`config.mk`:
```
export PLATFORM = sky130hd
export DESIGN_NAME = led_strip_sweep_animator_flat
export DESIGN_NICKNAME = d
export VERILOG_FILES = /design/src/lssa_pkg.sv /design/src/lssa_req_if.sv /design/src/lssa_rsp_if.sv /design/src/lssa_div.sv /design/src/lssa_dpath.sv /design/src/lssa_ctrl.sv /design/src/led_strip_sweep_animator.sv /design/src/flat_wrapper.sv
export VERILOG_INCLUDE_DIRS = /design/src /design/src/src
export SDC_FILE = /design/constraint.sdc
export NUM_CORES = 2
export LEC_CHECK = 0
export ABC_CLOCK_PERIOD_IN_PS = 7900
export BUFFER_PORTS_ARGS = -buffer_cell sky130_fd_sc_hd__buf_2
export CORE_ASPECT_RATIO = 1.4
export CORE_MARGIN = 4
export CORE_UTILIZATION = 40
export DETAILED_ROUTE_END_ITERATION = 16
export PLACE_DENSITY_LB_ADDON = 0.3
export SYNTH_ARGS = -nofsm -noshare
export SYNTH_HDL_FRONTEND = slang
export SYNTH_SLANG_ARGS = --single-unit
```
`constraint.sdc`:
```
create_clock -name clock -period 7.9 [get_ports clock]
set_input_delay 1.185 -clock clock [delete_from_list [all_inputs] [get_ports clock]]
set_output_delay 1.185 -clock clock [all_outputs]
set_load 0.02 [all_outputs]
```
`src/assert_macros.svh`:
```
// assertion macros shared by the sweep animator rtl
// no dependencies; included by the files that carry assertions
`ifndef ASSERT_MACROS_SVH
`define ASSERT_MACROS_SVH

// same-cycle implication
`define ASSERT_IMPLIES(label, clk, rst, ante, cons) \
   label: assert property (@(posedge clk) disable iff (rst) (ante) |-> (cons)) \
      else $error("assertion failed");

// next-cycle implication
`define ASSERT_NEXT(label, clk, rst, ante, cons) \
   label: assert property (@(posedge clk) disable iff (rst) (ante) |=> (cons)) \
      else $error("assertion failed");

`endif

```
`src/lssa_pkg.sv`:
```
// shared types, widths and register indexes for the sweep animator
// no dependencies; imported by every module and interface of the block
`timescale 1ns / 1ps

package lssa_pkg;

   localparam int CoordWidth    = 16;
   localparam int ColorWidth    = 24;
   localparam int StampWidth    = 32;
   localparam int CsrIndexWidth = 3;
   localparam int CsrDataWidth  = 24;
   localparam int FactorWidth   = CoordWidth + 1;
   localparam int ProductWidth  = 2 * CoordWidth + 1;
   localparam int SumWidth      = StampWidth + 1;
   localparam int DivSteps      = CoordWidth;
   localparam int DivCountWidth = $clog2(DivSteps);

   localparam logic [CsrIndexWidth-1:0] CSR_START_PIXEL  = 3'd0;
   localparam logic [CsrIndexWidth-1:0] CSR_END_PIXEL    = 3'd1;
   localparam logic [CsrIndexWidth-1:0] CSR_CARET_LENGTH = 3'd2;
   localparam logic [CsrIndexWidth-1:0] CSR_PERIOD_MS    = 3'd3;
   localparam logic [CsrIndexWidth-1:0] CSR_SWEEP_COLOR  = 3'd4;

   localparam logic [CoordWidth-1:0] START_PIXEL_RESET  = 16'd0;
   localparam logic [CoordWidth-1:0] END_PIXEL_RESET    = 16'd15;
   localparam logic [CoordWidth-1:0] CARET_LENGTH_RESET = 16'd4;
   localparam logic [CoordWidth-1:0] PERIOD_MS_RESET    = 16'd500;
   localparam logic [ColorWidth-1:0] SWEEP_COLOR_RESET  = 24'hFFA500;

   localparam logic CMD_TICK  = 1'b0;
   localparam logic CMD_QUERY = 1'b1;

   typedef enum logic [2:0] {
      ST_IDLE,
      ST_EXEC,
      ST_MUL,
      ST_DIV_GO,
      ST_DIV,
      ST_FIN,
      ST_DONE
   } ctrl_state_type;

   typedef struct packed {
      logic load_item;
      logic exec_tick;
      logic load_product;
      logic div_start;
      logic update_head;
      logic load_rsp;
   } dp_cmd_type;

   typedef struct packed {
      logic is_query;
      logic tick_active;
      logic div_done;
      logic rsp_free;
   } dp_status_type;

endpackage

```
`src/lssa_req_if.sv`:
```
// request channel of the sweep animator: valid, ready and item fields
// depends on lssa_pkg
`timescale 1ns / 1ps

interface lssa_req_if
   import lssa_pkg::*;
   ();
   logic                  valid;
   logic                  ready;
   logic                  cmd;
   logic [StampWidth-1:0] now_ms;
   logic                  signal_on;
   logic [CoordWidth-1:0] pixel_index;
   logic [ColorWidth-1:0] background_color;

   modport source (
      output valid, cmd, now_ms, signal_on, pixel_index, background_color,
      input  ready
   );

   modport sink (
      input  valid, cmd, now_ms, signal_on, pixel_index, background_color,
      output ready
   );
endinterface

```
`src/lssa_rsp_if.sv`:
```
// response channel of the sweep animator: valid, ready and result fields
// depends on lssa_pkg
`timescale 1ns / 1ps

interface lssa_rsp_if
   import lssa_pkg::*;
   ();
   logic                  valid;
   logic                  ready;
   logic [ColorWidth-1:0] pixel_color;
   logic                  needs_background;
   logic                  position_changed;
   logic                  active;
   logic [CoordWidth-1:0] caret_position;

   modport source (
      output valid, pixel_color, needs_background, position_changed, active,
             caret_position,
      input  ready
   );

   modport sink (
      input  valid, pixel_color, needs_background, position_changed, active,
             caret_position,
      output ready
   );
endinterface

```
`src/lssa_div.sv`:
```
// iterative restoring divider, one quotient bit per cycle, saturating at 16 bits
// depends on lssa_pkg and assert_macros.svh
`timescale 1ns / 1ps
`include "assert_macros.svh"

module lssa_div
   import lssa_pkg::*;
(
   input  logic                    clock,
   input  logic                    reset,
   input  logic                    start,
   input  logic [ProductWidth-1:0] numerator,
   input  logic [CoordWidth-1:0]   divisor,
   output logic                    done,
   output logic [CoordWidth-1:0]   quotient
);

   logic                     busy_ff, busy_in;
   logic                     done_ff, done_in;
   logic [DivCountWidth-1:0] count_ff, count_in;
   logic [CoordWidth-1:0]    rem_ff, rem_in;
   logic [CoordWidth-1:0]    quo_ff, quo_in;
   logic [CoordWidth:0]      trial;
   logic                     trial_fits;
   logic                     saturate;

   assign trial      = {rem_ff, quo_ff[CoordWidth-1]};
   assign trial_fits = trial >= {1'b0, divisor};
   assign saturate   = numerator[ProductWidth-1:CoordWidth] >= {1'b0, divisor};

   always_comb begin
      busy_in  = busy_ff;
      done_in  = 1'b0;
      count_in = count_ff;
      rem_in   = rem_ff;
      quo_in   = quo_ff;
      if (start) begin
         count_in = '0;
         if (divisor == '0) begin
            quo_in  = '0;
            done_in = 1'b1;
         end else if (saturate) begin
            quo_in  = '1;
            done_in = 1'b1;
         end else begin
            rem_in  = numerator[2*CoordWidth-1:CoordWidth];
            quo_in  = numerator[CoordWidth-1:0];
            busy_in = 1'b1;
         end
      end else if (busy_ff) begin
         rem_in   = trial_fits ? CoordWidth'(trial - {1'b0, divisor}) : trial[CoordWidth-1:0];
         quo_in   = {quo_ff[CoordWidth-2:0], trial_fits};
         count_in = count_ff + 1'b1;
         if (count_ff == DivCountWidth'(DivSteps - 1)) begin
            busy_in = 1'b0;
            done_in = 1'b1;
         end
      end
   end

   always_ff @(posedge clock) begin
      if (reset) begin
         busy_ff  <= 1'b0;
         done_ff  <= 1'b0;
         count_ff <= '0;
      end else begin
         busy_ff  <= busy_in;
         done_ff  <= done_in;
         count_ff <= count_in;
      end
      rem_ff <= rem_in;
      quo_ff <= quo_in;
   end

   assign done     = done_ff;
   assign quotient = quo_ff;

   `ASSERT_NEXT(a_div_start_progress, clock, reset, start, busy_ff || done_ff)

endmodule

```
`src/lssa_dpath.sv`:
```
// datapath: config registers, sweep state, tick arithmetic, pixel test, response register
// depends on lssa_pkg, lssa_req_if, lssa_rsp_if, lssa_div and assert_macros.svh
`timescale 1ns / 1ps
`include "assert_macros.svh"

module lssa_dpath
   import lssa_pkg::*;
(
   input  logic                     clock,
   input  logic                     reset,
   lssa_req_if.sink                 req_chan,
   lssa_rsp_if.source               rsp_chan,
   input  logic                     csr_we,
   input  logic [CsrIndexWidth-1:0] csr_index,
   input  logic [CsrDataWidth-1:0]  csr_wdata,
   input  dp_cmd_type               cmd,
   output dp_status_type            status
);

   // configuration
   logic [CoordWidth-1:0] start_pixel_ff, start_pixel_in;
   logic [CoordWidth-1:0] end_pixel_ff, end_pixel_in;
   logic [CoordWidth-1:0] caret_length_ff, caret_length_in;
   logic [CoordWidth-1:0] period_ms_ff, period_ms_in;
   logic [ColorWidth-1:0] sweep_color_ff, sweep_color_in;

   // sweep state
   logic [StampWidth-1:0] last_tick_ff, last_tick_in;
   logic [CoordWidth-1:0] time_ff, time_in;
   logic [CoordWidth-1:0] head_ff, head_in;
   logic                  changed_ff, changed_in;

   // held request
   logic                  cmd_ff;
   logic                  on_ff;
   logic [CoordWidth-1:0] pix_ff;
   logic [ColorWidth-1:0] bg_ff;
   logic [StampWidth-1:0] delta_ff;

   // arithmetic
   logic [FactorWidth-1:0]  factor_ff;
   logic [ProductWidth-1:0] product_ff;
   logic [SumWidth-1:0]     sum;
   logic [SumWidth-1:0]     wrapped;
   logic [CoordWidth-1:0]   next_time;
   logic [CoordWidth-1:0]   span_less_one;
   logic                    div_done;
   logic [CoordWidth-1:0]   quotient;

   // pixel test
   logic [CoordWidth-1:0] local_idx;
   logic [CoordWidth-1:0] window_lo;
   logic                  lit;

   // response register
   logic                  rsp_valid_ff, rsp_valid_in;
   logic [ColorWidth-1:0] rsp_color_ff;
   logic                  rsp_need_bg_ff;
   logic                  rsp_changed_ff;
   logic                  rsp_active_ff;
   logic [CoordWidth-1:0] rsp_position_ff;

   always_comb begin
      start_pixel_in  = start_pixel_ff;
      end_pixel_in    = end_pixel_ff;
      caret_length_in = caret_length_ff;
      period_ms_in    = period_ms_ff;
      sweep_color_in  = sweep_color_ff;
      if (csr_we) begin
         unique case (csr_index)
            CSR_START_PIXEL:  start_pixel_in  = csr_wdata[CoordWidth-1:0];
            CSR_END_PIXEL:    end_pixel_in    = csr_wdata[CoordWidth-1:0];
            CSR_CARET_LENGTH: caret_length_in = csr_wdata[CoordWidth-1:0];
            CSR_PERIOD_MS:    period_ms_in    = csr_wdata[CoordWidth-1:0];
            CSR_SWEEP_COLOR:  sweep_color_in  = csr_wdata[ColorWidth-1:0];
            default: ;
         endcase
      end
   end

   // tick time update
   assign sum     = SumWidth'(time_ff) + SumWidth'(delta_ff);
   assign wrapped = sum - SumWidth'(period_ms_ff);

   always_comb begin
      if (sum > SumWidth'(period_ms_ff)) begin
         if (!on_ff) begin
            next_time = '0;
         end else if (wrapped > SumWidth'(period_ms_ff)) begin
            next_time = period_ms_ff;
         end else begin
            next_time = wrapped[CoordWidth-1:0];
         end
      end else begin
         next_time = sum[CoordWidth-1:0];
      end
   end

   assign span_less_one = (start_pixel_ff < end_pixel_ff) ? end_pixel_ff - start_pixel_ff
                                                          : start_pixel_ff - end_pixel_ff;

   always_comb begin
      last_tick_in = last_tick_ff;
      time_in      = time_ff;
      head_in      = head_ff;
      changed_in   = changed_ff;
      if (cmd.load_item) begin
         changed_in = 1'b0;
         if (req_chan.cmd == CMD_TICK) begin
            last_tick_in = req_chan.now_ms;
         end
      end
      if (cmd.exec_tick && status.tick_active) begin
         time_in = next_time;
      end
      if (cmd.update_head && (quotient != head_ff)) begin
         head_in    = quotient;
         changed_in = 1'b1;
      end
   end

   lssa_div u_div (
      .clock     (clock),
      .reset     (reset),
      .start     (cmd.div_start),
      .numerator (product_ff),
      .divisor   (period_ms_ff),
      .done      (div_done),
      .quotient  (quotient)
   );

   // caret window test, local index folds both directions into the distance of the pixel from start
   assign local_idx = (start_pixel_ff < end_pixel_ff) ? pix_ff - start_pixel_ff
                                                      : start_pixel_ff - pix_ff;
   assign window_lo = (head_ff > caret_length_ff) ? head_ff - caret_length_ff : '0;
   assign lit       = (window_lo <= local_idx) && (local_idx < head_ff);

   assign rsp_valid_in = cmd.load_rsp ? 1'b1 : (rsp_valid_ff && !rsp_chan.ready ? 1'b1 : 1'b0);

   always_ff @(posedge clock) begin
      if (reset) begin
         start_pixel_ff  <= START_PIXEL_RESET;
         end_pixel_ff    <= END_PIXEL_RESET;
         caret_length_ff <= CARET_LENGTH_RESET;
         period_ms_ff    <= PERIOD_MS_RESET;
         sweep_color_ff  <= SWEEP_COLOR_RESET;
         last_tick_ff    <= '0;
         time_ff         <= '0;
         head_ff         <= '0;
         changed_ff      <= 1'b0;
         rsp_valid_ff    <= 1'b0;
      end else begin
         start_pixel_ff  <= start_pixel_in;
         end_pixel_ff    <= end_pixel_in;
         caret_length_ff <= caret_length_in;
         period_ms_ff    <= period_ms_in;
         sweep_color_ff  <= sweep_color_in;
         last_tick_ff    <= last_tick_in;
         time_ff         <= time_in;
         head_ff         <= head_in;
         changed_ff      <= changed_in;
         rsp_valid_ff    <= rsp_valid_in;
      end
   end

   always_ff @(posedge clock) begin
      if (cmd.load_item) begin
         cmd_ff   <= req_chan.cmd;
         on_ff    <= req_chan.signal_on;
         pix_ff   <= req_chan.pixel_index;
         bg_ff    <= req_chan.background_color;
         delta_ff <= req_chan.now_ms - last_tick_ff;
      end
      if (cmd.exec_tick) begin
         factor_ff <= FactorWidth'(span_less_one) + FactorWidth'(1)
                      + FactorWidth'(caret_length_ff);
      end
      if (cmd.load_product) begin
         product_ff <= ProductWidth'(time_ff) * ProductWidth'(factor_ff);
      end
      if (cmd.load_rsp) begin
         rsp_color_ff    <= (cmd_ff == CMD_QUERY) ? (lit ? sweep_color_ff : bg_ff) : '0;
         rsp_need_bg_ff  <= (cmd_ff == CMD_QUERY) && !lit;
         rsp_changed_ff  <= changed_ff;
         rsp_active_ff   <= time_ff != '0;
         rsp_position_ff <= head_ff;
      end
   end

   assign status.is_query    = cmd_ff == CMD_QUERY;
   assign status.tick_active = on_ff || (time_ff != '0);
   assign status.div_done    = div_done;
   assign status.rsp_free    = !rsp_valid_ff || rsp_chan.ready;

   assign rsp_chan.valid            = rsp_valid_ff;
   assign rsp_chan.pixel_color      = rsp_color_ff;
   assign rsp_chan.needs_background = rsp_need_bg_ff;
   assign rsp_chan.position_changed = rsp_changed_ff;
   assign rsp_chan.active           = rsp_active_ff;
   assign rsp_chan.caret_position   = rsp_position_ff;

   `ASSERT_NEXT(a_head_only_on_update, clock, reset, !cmd.update_head, $stable(head_ff))
   `ASSERT_IMPLIES(a_load_only_when_free, clock, reset, cmd.load_rsp, status.rsp_free)
   `ASSERT_NEXT(a_time_within_period, clock, reset,
                cmd.exec_tick && on_ff && (sum > SumWidth'(period_ms_ff)),
                time_ff <= period_ms_ff)

endmodule

```
`src/lssa_ctrl.sv`:
```
// controller state machine sequencing requests through the datapath
// depends on lssa_pkg
`timescale 1ns / 1ps

module lssa_ctrl
   import lssa_pkg::*;
(
   input  logic          clock,
   input  logic          reset,
   input  logic          req_valid,
   output logic          req_ready,
   input  dp_status_type status,
   output dp_cmd_type    cmd
);

   ctrl_state_type state_ff, state_in;

   always_ff @(posedge clock) begin
      if (reset) begin
         state_ff <= ST_IDLE;
      end else begin
         state_ff <= state_in;
      end
   end

   always_comb begin
      state_in  = state_ff;
      cmd       = '0;
      req_ready = 1'b0;
      unique case (state_ff)
         ST_IDLE: begin
            req_ready = 1'b1;
            if (req_valid) begin
               cmd.load_item = 1'b1;
               state_in      = ST_EXEC;
            end
         end
         ST_EXEC: begin
            if (status.is_query) begin
               state_in = ST_DONE;
            end else begin
               cmd.exec_tick = 1'b1;
               state_in      = status.tick_active ? ST_MUL : ST_DONE;
            end
         end
         ST_MUL: begin
            cmd.load_product = 1'b1;
            state_in         = ST_DIV_GO;
         end
         ST_DIV_GO: begin
            cmd.div_start = 1'b1;
            state_in      = ST_DIV;
         end
         ST_DIV: begin
            if (status.div_done) begin
               state_in = ST_FIN;
            end
         end
         ST_FIN: begin
            cmd.update_head = 1'b1;
            state_in        = ST_DONE;
         end
         ST_DONE: begin
            if (status.rsp_free) begin
               cmd.load_rsp = 1'b1;
               state_in     = ST_IDLE;
            end
         end
         default: state_in = ST_IDLE;
      endcase
   end

endmodule

```
`src/led_strip_sweep_animator.sv`:
```
// sweep animator top: a query steps through idle, exec and done, as does a tick when idle;
// while the sweep runs a tick adds one multiply, then up to 16 steps of the bit-serial divider
// one request at a time; a finished response waits in the output register while the
// next request is taken
// synchronous active-high reset loads default config and clears time, head and stamp
// depends on lssa_pkg, lssa_req_if, lssa_rsp_if, lssa_ctrl and lssa_dpath
`timescale 1ns / 1ps

module led_strip_sweep_animator
   import lssa_pkg::*;
(
   input  logic                     clock,
   input  logic                     reset,
   lssa_req_if.sink                 req_chan,
   lssa_rsp_if.source               rsp_chan,
   input  logic                     csr_we,
   input  logic [CsrIndexWidth-1:0] csr_index,
   input  logic [CsrDataWidth-1:0]  csr_wdata
);

   dp_cmd_type    cmd;
   dp_status_type status;
   logic          req_ready;

   assign req_chan.ready = req_ready;

   lssa_ctrl u_ctrl (
      .clock     (clock),
      .reset     (reset),
      .req_valid (req_chan.valid),
      .req_ready (req_ready),
      .status    (status),
      .cmd       (cmd)
   );

   lssa_dpath u_dpath (
      .clock     (clock),
      .reset     (reset),
      .req_chan  (req_chan),
      .rsp_chan  (rsp_chan),
      .csr_we    (csr_we),
      .csr_index (csr_index),
      .csr_wdata (csr_wdata),
      .cmd       (cmd),
      .status    (status)
   );

endmodule
```
`src/flat_wrapper.sv`:
```
// flat-port wrapper written by rule: the top's interface ports become plain ports
module led_strip_sweep_animator_flat import lssa_pkg::*;
  (clock, reset, csr_we, csr_index, csr_wdata, req_chan_valid, req_chan_cmd, req_chan_now_ms, req_chan_signal_on, req_chan_pixel_index, req_chan_background_color, req_chan_ready, rsp_chan_valid, rsp_chan_pixel_color, rsp_chan_needs_background, rsp_chan_position_changed, rsp_chan_active, rsp_chan_caret_position, rsp_chan_ready);
  lssa_req_if req_chan_i ();
  lssa_rsp_if rsp_chan_i ();
  input  logic clock;
  input  logic reset;
  input  logic csr_we;
  input  logic [CsrIndexWidth-1:0] csr_index;
  input  logic [CsrDataWidth-1:0] csr_wdata;
  input wire logic [$bits(req_chan_i.valid)-1:0] req_chan_valid;
  input wire logic [$bits(req_chan_i.cmd)-1:0] req_chan_cmd;
  input wire logic [$bits(req_chan_i.now_ms)-1:0] req_chan_now_ms;
  input wire logic [$bits(req_chan_i.signal_on)-1:0] req_chan_signal_on;
  input wire logic [$bits(req_chan_i.pixel_index)-1:0] req_chan_pixel_index;
  input wire logic [$bits(req_chan_i.background_color)-1:0] req_chan_background_color;
  output wire logic [$bits(req_chan_i.ready)-1:0] req_chan_ready;
  output wire logic [$bits(rsp_chan_i.valid)-1:0] rsp_chan_valid;
  output wire logic [$bits(rsp_chan_i.pixel_color)-1:0] rsp_chan_pixel_color;
  output wire logic [$bits(rsp_chan_i.needs_background)-1:0] rsp_chan_needs_background;
  output wire logic [$bits(rsp_chan_i.position_changed)-1:0] rsp_chan_position_changed;
  output wire logic [$bits(rsp_chan_i.active)-1:0] rsp_chan_active;
  output wire logic [$bits(rsp_chan_i.caret_position)-1:0] rsp_chan_caret_position;
  input wire logic [$bits(rsp_chan_i.ready)-1:0] rsp_chan_ready;
  assign req_chan_i.valid = req_chan_valid;
  assign req_chan_i.cmd = req_chan_cmd;
  assign req_chan_i.now_ms = req_chan_now_ms;
  assign req_chan_i.signal_on = req_chan_signal_on;
  assign req_chan_i.pixel_index = req_chan_pixel_index;
  assign req_chan_i.background_color = req_chan_background_color;
  assign req_chan_ready = req_chan_i.ready;
  assign rsp_chan_valid = rsp_chan_i.valid;
  assign rsp_chan_pixel_color = rsp_chan_i.pixel_color;
  assign rsp_chan_needs_background = rsp_chan_i.needs_background;
  assign rsp_chan_position_changed = rsp_chan_i.position_changed;
  assign rsp_chan_active = rsp_chan_i.active;
  assign rsp_chan_caret_position = rsp_chan_i.caret_position;
  assign rsp_chan_i.ready = rsp_chan_ready;
  led_strip_sweep_animator u_core (.clock(clock), .reset(reset), .req_chan(req_chan_i), .rsp_chan(rsp_chan_i), .csr_we(csr_we), .csr_index(csr_index), .csr_wdata(csr_wdata));
endmodule
```
==> Word level (Yosys, flattened, before mapping) <==
Cells that the tools add are included.
{ "word_totals": {"output_inout_bits": 45, "wordCells": 139, "inputBits": 106, "reg_bits": 362} }
{ "classes": {"mul": 1, "order_cmp": 8, "n_eq_ne": 17, "n_bitwise": 1, "n_addsub": 12, "reduce_logical": 26, "mux": 46} }
{ "ops": {"columns": ["op", "n"], "rows": [
  ["16-bit two-way mux", 15],
  ["16-bit subtractor", 6],
  ["33-bit by 16-bit greater-than comparator with 1-bit output", 2],
  ["17-bit by 16-bit greater-or-equal comparator with 1-bit output", 2],
  ["16-bit by 32-bit adder with 33-bit output", 1],
  ["16-bit by 17-bit multiplier with 33-bit output", 1],
  ["33-bit by 16-bit subtractor with 33-bit output", 1],
  ["16-bit < comparator", 2],
  ["32-bit subtractor", 1],
  ["1-bit two-way mux", 24],
  ["24-bit two-way mux", 1],
  ["3-bit case mux with 7 select lines", 1],
  ["16-bit by 1-bit adder with 17-bit output, second input constant", 1],
  ["17-bit by 16-bit adder with 17-bit output", 1],
  ["16-bit greater-than comparator", 1],
  ["16-bit less-or-equal comparator", 1],
  ["16-bit logical NOT", 1],
  ["16-bit != test", 1],
  ["16-bit nonzero test", 1],
  ["3-bit two-way mux", 5],
  ["2-bit AND reduction", 7],
  ["3-bit by 2-bit == test with 1-bit output, second input constant", 4],
  ["3-bit == test, second input constant", 4],
  ["2-bit != test, second input constant", 4],
  ["other kinds (12)", 23]
]} }

==> Depth between registers and ports, before layout <==
{ "logic_depth": {"word_depth": 6, "depth_mapped": 31, "ltp_nobuf": 29} }

==> Worst setup path after synthesis <==
No wires, ideal clock.
{ "synth_path": {"path_type": "flip-flop to flip-flop", "from": "reg u_core.u_dpath.time_ff[1]", "to": "reg u_core.u_dpath.product_ff[31] (data pin)", "path_buffers": 2, "setup_time_ns": 0.258, "t_required_ns": 7.642, "arrival_time_ns": 6.264, "stages_incl_launch_ff": 24, "period_less_slack_ns": 6.522, "setup_slack_ns": 1.378, "path_cell_list": "dfxtp_1 clkbuf_1 clkbuf_1 nand2_1 fa_1 inv_1 fa_1 inv_1 fa_1 fa_1 inv_1 fa_1 fa_1 ha_1 a21o_1 a21oi_1 nor2b_1 o21ai_0 a2111oi_0 o311ai_0 a21oi_1 o31ai_1 a21oi_1 xnor2_1"} }
{ "synth_between": {"elab_chain_cells": 1} }
{ "synth_lines": {"columns": ["element", "line_no", "rtl"], "rows": [
  ["start: declaration", "lssa_dpath.sv:29", "logic [CoordWidth-1:0] time_ff, time_in;"],
  ["start signal: assignment", "lssa_dpath.sv:159", "time_ff <= time_in;"],
  ["16-bit by 17-bit multiplier with 33-bit output", "lssa_dpath.sv:179", "product_ff <= ProductWidth'(time_ff) * ProductWidth'(factor_ff);"],
  ["end signal: assignment", "lssa_dpath.sv:179", null],
  ["end: declaration", "lssa_dpath.sv:42", "logic [ProductWidth-1:0] product_ff;"]
]} }
Every way passes these cells.
A chain may end at the register's enable or synchronous reset.

==> Final worst setup path <==
Same ends and word-level chain as after synthesis.

==> impl_metrics.py <==
metrics = {
    "grt": {
        "grt_pass1_wl_mm": 147.8,
        "track_usage_pct": 21.27,
        "grt_antenna_before_repair": 3,
        "grt_pass1_vias": 26730,
        "grt_max_degree": 94,
        "overflow": 0,
    },
    "timing": {
        "maxSlewViolCount": 0,
        "setup_viol": 0,
        "setup_tns_ps": 0,
        "setup_ws_ps": 877.6,
        "rsz0062_at_grt": "false",
        "fmax_mhz": 142.4,
        "holdWs_ps": 451.9,
        "tightestPinTransition_ps": 1132,
        "hold_viol_final": 0,
        "fin_crit_ps": 7022,
        "period_share_pct": 88.89,
        "slew_headroom_pct": 24.54,
        "skew_ps": 44.89,
    },
    "power_and_ir_drop": {
        "p_int_mw": 4.372,
        "seqPwrFrac_pct": 33.2,
        "power.density_mw_per_mm2": 193.2,
        "swShare_pct": 36.98,
        "p_comb_share_pct": 36.1,
        "peakVddDrop_mv": 0.1581,
        "clockPowerShare_pct": 30.6,
        "p_leak_nw": 15.67,
        "power_mw": 6.937,
        "p_switching_mw": 2.565,
    },
    "worst_setup_path": {
        "critPathKind": "register to register",
        "start_kind": "register",
        "worstPathRequired_ps": 8260,
        "crit_fanout": 18,
        "critPathCaptureType": "register",
        "critical_path_arrival_ps": 7380,
    },
    "detailed_routing": {
        "drtIter0Drc": 1713,
        "drc": 0,
        "antenna_left": 0,
        "drt_first_pass_iters": 6,
        "wl_per_cell_um": 19.22,
        "route.vias.total": 26480,
        "post_drt_via_cell_ratio": 5.437,
        "routed_wl_mm": 93.60,
    },
    "floorplanning": {
        "rows": 123,
        "die_w_um": 249.4,
        "die_h_um": 346.0,
        "core_region_area_mm2": 0.08064,
        "die-area_mm2": 0.08628,
        "initial_core_util_pct": 40.47,
        "num_io_pins": 151,
    },
    "clock_tree": {
        "cts_tree": "done",
        "cts.repair.resized": 0,
        "root_buffer": "clkbuf_16",
        "max-clock-path-buffers": 3,
        "clock-sinks": 362,
        "cts_buffers": 43,
        "htree_num_levels": 2,
        "cts_setup_buffers": 0,
        "clkLatencyLatePin_ps": 610,
        "cts-hold-fix-buffers": 0,
        "clk_pin_slew_ps": 60,
    },
    "placement": {
        "place_ws_ps": 946.1,
        "dp_cells": 4790,
        "numPortBuffers": 150,
        "gp_congestion": 0.9415,
        "placedInstanceArea_mm2": 0.03442,
        "hpwl_mm": 72.41,
    },
    "cells_and_area": {
        "design_area_mm2": 0.03591,
        "final_util_pct": 44.54,
        "final_cells": 4870,
        "diodes": 0,
        "syn_to_final_growth_pct": 10.05,
        "multi_input_comb_area_mm2": 0.02113,
        "nFillCells": 7985,
        "final_layout_size_suffix_gt1_share_pct": 7.721,
        "final_nets": 4438,
        "register_area_mm2": 0.009239,
    },
    "flow_run": {
        "maxCapViolCount": 0,
    },
    "hold_path": {
        "hold_class": "register to register",
    },
    "outcome": {
        "status": "completed",
    },
    "synthesis": {
        "synth_edf_count": 199,
        "yosysWarnings": 0,
        "synth_seq_cells": 362,
        "synth_flop_cell": "edfxtp_1",
        "syn_inst": 3701,
        "synth_cell_types": 76,
        "syn_avg_cell_area_um2": 8.818,
        "syn-num-nets": 4366,
        "seq_area_frac_synth_pct": 28.31,
        "syn-cell-area_mm2": 0.03263,
        "synthArstFlopShare_pct": 0,
    },
}
[worst max-delay path, stage by stage, from the launching register on]
cell,delay [ps]
dfxtp_1,780
nand2_1,170
fa_1,570
inv_1,50
fa_1,520
inv_1,60
fa_1,480
fa_1,540
inv_1,50
fa_1,520
fa_1,430
ha_1,370
a21o_1,180
a21oi_1,200
nor2b_1,150
o21ai_0,140
a2111oi_0,490
buf_4,210
o311ai_0,240
a21oi_1,250
o31ai_1,100
a21oi_1,180
xnor2_1,80
[logic make-up (layout without fill, tap and decap cells)]
| family | Yosys count | count (layout) | share of synthesized area, % |
|---|---|---|---|
| AOI/OAI and AO/OA | 790 | 790 | 15.24 |
| muxes | 53 | 53 | 1.649 |
| DFF | 362 | 362 | 28.31 |
| xor gates and xnor gates | 163 | 163 | 4.375 |
| adders and majority gates | 559 | 559 | 26.45 |
| and+or+nand+nor | 1162 | 1162 | 16.86 |
| buffers and inverters | 612 | 719 | 7.124 |
[cell type report]
cell class	count	area share [%]
timing repair buffer	184	2.808
multi-input combinational	2727	58.85
tap	1062	3.700
clock buffer	55	3.264
inverter	455	4.759
clock inverter	25	0.8988
sequential	362	25.72
[sequential cells by signal, summed over array words and instances, names as in the netlist, 3 cells and up]
signal	flops
u_core.u_dpath.factor_ff	17
u_core.u_dpath.caret_length_ff	16
u_core.u_dpath.u_div.count_ff	4
u_core.u_dpath.time_ff	16
u_core.u_dpath.rsp_chan.pixel_color	24
u_core.u_dpath.u_div.rem_ff	16
u_core.u_dpath.rsp_chan.caret_position	16
u_core.u_dpath.end_pixel_ff	16
u_core.u_dpath.bg_ff	24
u_core.u_ctrl.state_ff	3
u_core.u_dpath.u_div.quotient	16
u_core.u_dpath.delta_ff	32
u_core.u_dpath.last_tick_ff	32
u_core.u_dpath.pix_ff	16
u_core.u_dpath.sweep_color_ff	24
u_core.u_dpath.period_ms_ff	16
u_core.u_dpath.head_ff	16
u_core.u_dpath.start_pixel_ff	16
u_core.u_dpath.product_ff	33
[per-layer routing]
layer,share of wire [%],global-route usage (%)
met2,51,38.57
met4,4.7,8.702
met1,40,25.51
met3,5.0,2.680
met5,0,0
[path summary, 6_finish.rpt]
path,end,from,cells past startpoint,slack [ps]
worst max register to register,u_core.u_dpath.product_ff[31]$_DFFE_PP_,u_core.u_dpath.time_ff[1]$_SDFFE_PP0P_,22,880
worst min-delay path,u_core.u_dpath.last_tick_ff[11]$_SDFFE_PP0P_,u_core.u_dpath.last_tick_ff[11]$_SDFFE_PP0P_,2,450
worst min register to register,u_core.u_dpath.last_tick_ff[11]$_SDFFE_PP0P_,u_core.u_dpath.last_tick_ff[11]$_SDFFE_PP0P_,2,450
worst max-delay path,u_core.u_dpath.product_ff[31]$_DFFE_PP_,u_core.u_dpath.time_ff[1]$_SDFFE_PP0P_,22,880
[power by group through the flow]
stage | clock network (mW) | logic [mW] | registers [mW]
final | 2.13 | 2.51 | 2.30
after global placement | 0 | 2.48 | 2.34
after detailed placement | 0 | 2.50 | 2.34
after global routing | 2.24 | 2.83 | 2.32
after CTS | 2.16 | 2.52 | 2.30
after floorplan | 0 | 1.82 | 2.26
[cells in the final DEF (no fill, tap or decap), drive strengths merged, types with 152 or more instances in the layout]
cell type,Yosys,routed
dfxtp,163,163
edfxtp,199,199
nand2,536,536
o21ai,152,152
buf,20,184
nor2,158,158
ha,341,341
a21oi,284,284
inv,454,458
fa,218,218
[cells in the mapped netlist (24+ instances only)]
library cell    n  share of area, %
dfxtp_1       163                10
xnor2_1       112               3.0
nor3_1         47              0.72
mux2i_1        47               1.4
and2_1        113               2.2
nand4_1        58               1.1
nor2b_1        41              0.79
o21ai_0       148               2.3
o21bai_1       32              0.74
inv_1         454               5.2
a31oi_1        25              0.48
nand2b_1       26              0.50
nand3_1        66               1.0
a21oi_1       283               4.3
clkbuf_1      137               1.6
o21a_1         38              0.87
edfxtp_1      199                18
fa_1          218                13
xor2_1         51               1.4
nand3b_1       38              0.87
nand2_1       536               6.2
nor4_1         24              0.46
a21o_1        115               2.6
ha_1          341                13
nor2_1        158               1.8
No activity file was read; power rests on OpenSTA's default activity.
